--- src/rtl/hte_pkg.sv ---
// Shared types and constants for the Huffman tree build and encode unit.
// No dependencies.
package hte_pkg;

	localparam int SYMBOLS      = 256;
	localparam int SYM_W        = 8;
	localparam int NODES        = 2 * SYMBOLS;
	localparam int NODE_W       = 9;
	localparam int COUNT_W      = 32;
	localparam int MAX_CODE_LEN = 32;
	localparam int CODE_POS_W   = 5;
	localparam int CODE_LEN_W   = 6;
	localparam int DEPTH_W      = 9;
	localparam int FILL_W       = 9;

	localparam logic [1:0] KIND_CLEAR  = 2'd0;
	localparam logic [1:0] KIND_COUNT  = 2'd1;
	localparam logic [1:0] KIND_ENCODE = 2'd2;

	typedef struct packed {
		logic [1:0]       kind;
		logic [SYM_W-1:0] byte_value;
		logic             last;
	} in_item_t;

	typedef struct packed {
		logic [MAX_CODE_LEN-1:0] code_bits;
		logic [CODE_LEN_W-1:0]   code_length;
		logic                    symbol_unseen;
		logic                    too_long;
	} out_item_t;

	typedef struct packed {
		logic [NODE_W-1:0]  node;
		logic [COUNT_W-1:0] freq;
	} qent_t;

	typedef struct packed {
		logic [NODE_W-1:0] parent;
		logic              right;
	} nent_t;

	typedef struct packed {
		logic ld_item;
		logic clr;
		logic cnt_wr;
		logic clr_ready;
		logic fill_init;
		logic fill_scan;
		logic fill_wr;
		logic pop_init;
		logic pop_rd;
		logic pop_cmp;
		logic last_rd;
		logic last_wr;
		logic par_a;
		logic par_b;
		logic set_ready;
		logic enc_chk;
		logic walk_use;
		logic emit;
	} cmd_t;

	typedef struct packed {
		logic fill_done;
		logic scan_done;
		logic fill_ge2;
		logic pop_b;
		logic last;
		logic unseen;
		logic at_root;
		logic out_free;
	} status_t;

endpackage

--- src/rtl/hte_ctrl.sv ---
// Sequencer for clear, count, tree build, and encode walk.
// Depends on hte_pkg.
module hte_ctrl (
	input  logic              clk,
	input  logic              arst_n,
	input  logic              item_valid,
	input  logic [1:0]        item_kind,
	output logic              item_stall,
	input  hte_pkg::status_t  st,
	output hte_pkg::cmd_t     cmd
);
	import hte_pkg::*;

	localparam logic [4:0] S_IDLE     = 5'd0;
	localparam logic [4:0] S_CNT_RD   = 5'd1;
	localparam logic [4:0] S_CNT_WR   = 5'd2;
	localparam logic [4:0] S_FILL_RD  = 5'd3;
	localparam logic [4:0] S_FILL_WR  = 5'd4;
	localparam logic [4:0] S_MERGE    = 5'd5;
	localparam logic [4:0] S_POP_RD   = 5'd6;
	localparam logic [4:0] S_POP_CMP  = 5'd7;
	localparam logic [4:0] S_LAST_RD  = 5'd8;
	localparam logic [4:0] S_LAST_WR  = 5'd9;
	localparam logic [4:0] S_PAR_A    = 5'd10;
	localparam logic [4:0] S_PAR_B    = 5'd11;
	localparam logic [4:0] S_ENC_RD   = 5'd12;
	localparam logic [4:0] S_ENC_CHK  = 5'd13;
	localparam logic [4:0] S_WALK_RD  = 5'd14;
	localparam logic [4:0] S_WALK_USE = 5'd15;
	localparam logic [4:0] S_EMIT     = 5'd16;

	logic [4:0] state_q;
	logic [4:0] state_d;

	assign item_stall = (state_q != S_IDLE);

	always_comb begin
		cmd = '0;
		state_d = state_q;
		unique case (state_q)
			S_IDLE: begin
				if (item_valid) begin
					cmd.ld_item = 1'b1;
					unique case (item_kind)
						KIND_CLEAR:  cmd.clr = 1'b1;
						KIND_COUNT:  state_d = S_CNT_RD;
						KIND_ENCODE: state_d = S_ENC_RD;
						default:     state_d = S_IDLE;
					endcase
				end
			end
			S_CNT_RD: state_d = S_CNT_WR;
			S_CNT_WR: begin
				cmd.cnt_wr = 1'b1;
				if (st.last) begin
					cmd.fill_init = 1'b1;
					state_d = S_FILL_RD;
				end else begin
					cmd.clr_ready = 1'b1;
					state_d = S_IDLE;
				end
			end
			S_FILL_RD: begin
				cmd.fill_scan = 1'b1;
				state_d = S_FILL_WR;
			end
			S_FILL_WR: begin
				cmd.fill_scan = 1'b1;
				cmd.fill_wr = 1'b1;
				state_d = st.fill_done ? S_MERGE : S_FILL_RD;
			end
			S_MERGE: begin
				if (st.fill_ge2) begin
					cmd.pop_init = 1'b1;
					state_d = S_POP_RD;
				end else begin
					cmd.set_ready = 1'b1;
					state_d = S_IDLE;
				end
			end
			S_POP_RD: begin
				cmd.pop_rd = 1'b1;
				state_d = S_POP_CMP;
			end
			S_POP_CMP: begin
				cmd.pop_cmp = 1'b1;
				state_d = st.scan_done ? S_LAST_RD : S_POP_RD;
			end
			S_LAST_RD: begin
				cmd.last_rd = 1'b1;
				state_d = S_LAST_WR;
			end
			S_LAST_WR: begin
				cmd.last_wr = 1'b1;
				if (st.pop_b) begin
					state_d = S_PAR_A;
				end else begin
					cmd.pop_init = 1'b1;
					state_d = S_POP_RD;
				end
			end
			S_PAR_A: begin
				cmd.par_a = 1'b1;
				state_d = S_PAR_B;
			end
			S_PAR_B: begin
				cmd.par_b = 1'b1;
				state_d = S_MERGE;
			end
			S_ENC_RD: state_d = S_ENC_CHK;
			S_ENC_CHK: begin
				cmd.enc_chk = 1'b1;
				state_d = st.unseen ? S_EMIT : S_WALK_RD;
			end
			S_WALK_RD: state_d = st.at_root ? S_EMIT : S_WALK_USE;
			S_WALK_USE: begin
				cmd.walk_use = 1'b1;
				state_d = S_WALK_RD;
			end
			S_EMIT: begin
				if (st.out_free) begin
					cmd.emit = 1'b1;
					state_d = S_IDLE;
				end
			end
			default: state_d = S_IDLE;
		endcase
	end

	always_ff @(posedge clk or negedge arst_n) begin
		if (!arst_n) begin
			state_q <= S_IDLE;
		end else begin
			state_q <= state_d;
		end
	end

endmodule

--- config.mk ---
export PLATFORM = sky130hd
export DESIGN_NAME = hte_ctrl
export DESIGN_NICKNAME = d
export VERILOG_FILES = /design/src/rtl/hte_pkg.sv /design/src/rtl/hte_ctrl.sv
export SDC_FILE = /design/constraint.sdc
export NUM_CORES = 1
export LEC_CHECK = 0
export ABC_AREA = 1
export ABC_CLOCK_PERIOD_IN_PS = 1400
export BUFFER_PORTS_ARGS = -buffer_cell sky130_fd_sc_hd__buf_2
export CAP_MARGIN = 20
export CORE_MARGIN = 1.5
export CORE_UTILIZATION = 40
export CTS_CLUSTER_SIZE = 12
export DETAILED_ROUTE_END_ITERATION = 12
export GPL_TIMING_DRIVEN = 0
export PLACE_DENSITY = 0.85
export SYNTH_ARGS = -nofsm -noshare
export SYNTH_HDL_FRONTEND = slang
export SYNTH_SLANG_ARGS = --single-unit
--- constraint.sdc ---
create_clock -name clk -period 1.4 [get_ports clk]
set_input_delay 0 -clock clk [delete_from_list [all_inputs] [get_ports clk]]
set_output_delay 0 -clock clk [all_outputs]
set_load 0.02 [all_outputs]
==> results.md <==
- The tree built by TritonCTS fans out to 5 sinks.
- In the final layout, the registers with the most flip-flops are state_q (5).
- The root buffer cell is clkbuf_4.
- The half-perimeter wire length after placement is approximately 1300 um.
- The chip height is about 40 um.
- Walking the worst path, the cells encountered are inv_2 -> nor2_4 -> inv_1 -> nor2_2 -> nand2_1 -> nand2_1 -> buf_4.
- The normalized max-slew margin is between 80% and 90%.
- On the critical path, the stage with the largest delay is an instance of dfrtp_2.
- The final layout net count is around 160.
- The library cell with the largest summed area after synthesis is dfrtp_1.
- The proportion of layout cells with a drive suffix above 1 is 43.54%.
- The TritonCTS buffer count is 3.
- The register with the most flip-flops in the layout has 5 of them.
- TritonCTS built the clock tree.
- Measured along the x axis, the die boundary spans 41.18 um.
- The launching instance or port of the critical path is state_q[0]$_DFFE_PN0P_.
- The switching share of power is between 50% and 60%.
- Yosys printed 0 warnings.
- The first global-routing pass estimated about 2600 um of wire.
- The power share of the clock group is between 10% and 20%.
- The path type of the worst setup path is flop to primary output.
- The clock input transition at the sequential cells of the worst setup and hold paths is about 0.04 ns.
- In this run the remaining antenna-violating nets after routing total 0.
- The clock reaches the later pin of the worst-skew pair after approximately 0.24 ns.
- The path depth of the worst reg2reg path is 6.
- Routability-driven placement finished with a final weighted congestion of 0.8959.
- The startpoint identified for the worst register-to-register timing path is state_q[2]$_DFFE_PN0P_.
- The distinct cell type count of the synthesized netlist is 17.
- For this block, the routed nets add up to 1927 um of wire.
- The repair_antennas step left the layout with diodes totalling 0.
- In the post-synthesis netlist, the biggest area contributors are dfrtp_1 (21%), nor2_1 (15%), nand2_1 (14%), inv_1 (12%), nand4_1 (5.4%).
- The all-layer global routing usage is between 20% and 30%.
- For the pin with the worst max-slew slack, the measured transition is 0.2681 ns.
- The proportion of power drawn by flip-flops and latches is roughly a fifth.
- Setup repair after global routing could not meet its margin everywhere.
- In this run the cell area measured after placement is around 770 um^2.
- Summed over its instances, the top area cell type makes up a little over a fifth of the synthesized netlist area.
- The critical path launch point type is a flop.
- Across the routed clock network, the largest skew measured is 0.0008164 ns.
- The count of pins over their slew limit is 0.
- In this run the mean area of a mapped cell was approximately 5.6 um^2.
- Derived from the worst setup path, the maximum achievable clock frequency is between 700 and 800 MHz.
- The number of antenna violations at the first check in global routing is 0.
- Ranked by flip-flop count, first place goes to state_q.
- Port buffering added 31 buffers.
- Across the run, the number of max-cap violations was 0.
- The part of the Yosys area used for sequential elements is between 20% and 30%.
- The peak supply drop is between 900 and 1000 uV.
- The first detailed-routing pass ran for 4 iterations.
- The initial standard-cell utilization of the core is between 40% and 50%.
- Across all layers, the routed design uses ~850 vias.
- The most frequent cell on the critical path is nand2_1.
- Subtracting the final worst setup slack from the clock period gives roughly 1.4 ns.
- The largest net degree at the start of global routing is 9.
- The mapped netlist covers slightly below 600 um^2.
- The worst hold path cell count is 3.
- The synthesized netlist cell count is between 100 and 150.
- The combinational fraction of design power is between 60% and 70%.
- The via count of the first global-routing pass was 663.
- The number of rows in the core area is 13.
- The number of violations reported at the end of detailed-routing iteration 0 is 23.
- The worst stage delay on the critical path is ~0.44 ns.
- For this run, design rule violations remaining after detail routing come to 0.
- The worst path uses between 90% and 100% of the clock period.
- The reg-to-reg endpoint is state_q[1]$_DFFE_PN0P_.
- No sink is reached through more buffers than the 2 on the longest clock path.
- After detailed routing, the average wire length per cell comes to 11.90 um.
- The setup slack of the worst register-to-register path is about 0.040 ns.
- Relative to the synthesized area, the layout overhead comes to 55.79%.
- The flow ran to the end, and the final reports show no timing, DRC or antenna violations.
- The count of boundary I/O pins is 32.
- In this run the worst path has a maximum fanout of 6.
- The leakage power is between 0.5 and 0.6 nW.
- The power per standard cell area is roughly 1700 mW/mm^2.
- The area enclosed by the die boundary is ~0.0017 mm^2.
- The hold violation total from the final report was 0.
- The worst setup path endpoint is cmd[10].
- The switching power summed over all nets is ~0.88 mW.
- After global routing the overflow that remains totals 0.
- The worst hold path belongs to the class input port to flop.
- In this run the number of H-tree levels came out at 1.
- Counting flops and latches in the post-synthesis netlist gives 5.
- The core region is approximately 0.0013 mm^2.
- Cell internal power was estimated by the tool at roughly 0.70 mW.
- STA puts the critical path data required time at between 1 and 1.5 ns.
- The data arrival time of the critical path is around 1.4 ns.
- The total non-filler cell area in the finished layout is 908.4 um^2.
- The ratio of routed vias to standard cells is about 5.3.
- The capturing element type of the critical path is a primary output.
- When the netlist entered floorplanning its net count stood at 118.
- The count of endpoints failing setup in the final report is 0.
- The total negative slack is 0 ns.
## worst max-delay path: cells and delay by family, from the launching register on
family | cells | cell delay (ns)
simple gates | 4 | 0.37
buf+inv | 3 | 0.33
flops | 1 | 0.44
## synth_stat cells (all sizes together)
master	n
clkbuf	1
dfrtp	5
nor3	6
nand3	7
nand4	5
o211ai	4
a21oi	1
nor4	1
nand2	22
o21ai	3
o22ai	2
nor2	27
inv	21
## worst min path at each step
stage | slack [ns] | end | startpoint
floorplan | -0.30 | state_q[0]$_DFFE_PN0P_ | arst_n
global placement | -0.19 | state_q[1]$_DFFE_PN0P_ | arst_n
detailed placement | -0.19 | state_q[1]$_DFFE_PN0P_ | arst_n
CTS | 0.07 | state_q[4]$_DFFE_PN0P_ | st[1]
global route | 0.08 | state_q[4]$_DFFE_PN0P_ | st[1]
finish | 0.08 | state_q[4]$_DFFE_PN0P_ | st[1]
## cell families (layout without fill, tap and decap cells)
kind of cell	after synthesis	after routing	share of synthesized area [%]
flip-flops	5	5	21.46
buffers and inverters	22	64	14.38
AO/OA/AOI/OAI	10	10	10.73
AND/OR/NAND/NOR	68	68	53.43
## placed cells by master (no fill, tap or decap), drive strengths merged
cell and instances:
buf 38, nor2 27, nand2 22, inv 21, nand3 7, nor3 6
nand4 5, dfrtp 5, o211ai 4, clkbuf 4, o21ai 3, o22ai 2
nor4 1, a21oi 1, dlygate4sd3 1
## power by group through the flow
stage	clock network [mW]	logic (mW)	registers, mW
floorplan	0	0.691	0.247
global placement	0	0.915	0.261
detailed placement	0	0.928	0.261
CTS	0.168	0.947	0.302
global route	0.171	1.21	0.328
finish	0.160	1.09	0.320
## final cells by class
class                   count  area (um^2)
well taps                  15        18.77
repair buffers             39        230.2
inverters                  21        78.83
fillers                   118        425.4
flip-flops and latches      5        128.9
clock buffers               4        26.28
multi-input cells          78        425.4
## layer usage
metal	part of all wire, %	global-route usage [%]	up-vias
met3	5.3	5.978	2
li1	-	-	424
met2	52	40.63	33
met4	0.42	16.13	0
met5	0	0	-
met1	42	26.23	394
## repair_timing
item | CTS | global route
hold buffers | 1 | 0
endpoints found under the setup margin | 13 | 19
setup buffers | 3 | 4
pin swaps | 2 | 3
resized for setup | 6 | 16
endpoints found under the hold margin | 5 | 0
## through the flow
| step | instances | util [%] | hold WS [ns] | setup WS, ns | total power [mW] |
|---|---|---|---|---|---|
| global route | 162 | 68.11 | 0.07777 | -0.07306 | 1.705 |
| CTS | 158 | 62.76 | 0.06671 | -0.02731 | 1.418 |
| floorplan | 105 | - | -0.2956 | 0.01424 | 0.9387 |
| detailed placement | 151 | 57.60 | -0.1850 | -0.03296 | 1.188 |
| finish | 162 | 68.11 | 0.08279 | 0.01790 | 1.574 |
| global placement | 151 | 57.60 | -0.1882 | 0.01785 | 1.175 |
Power figures use the tool's default switching activity.
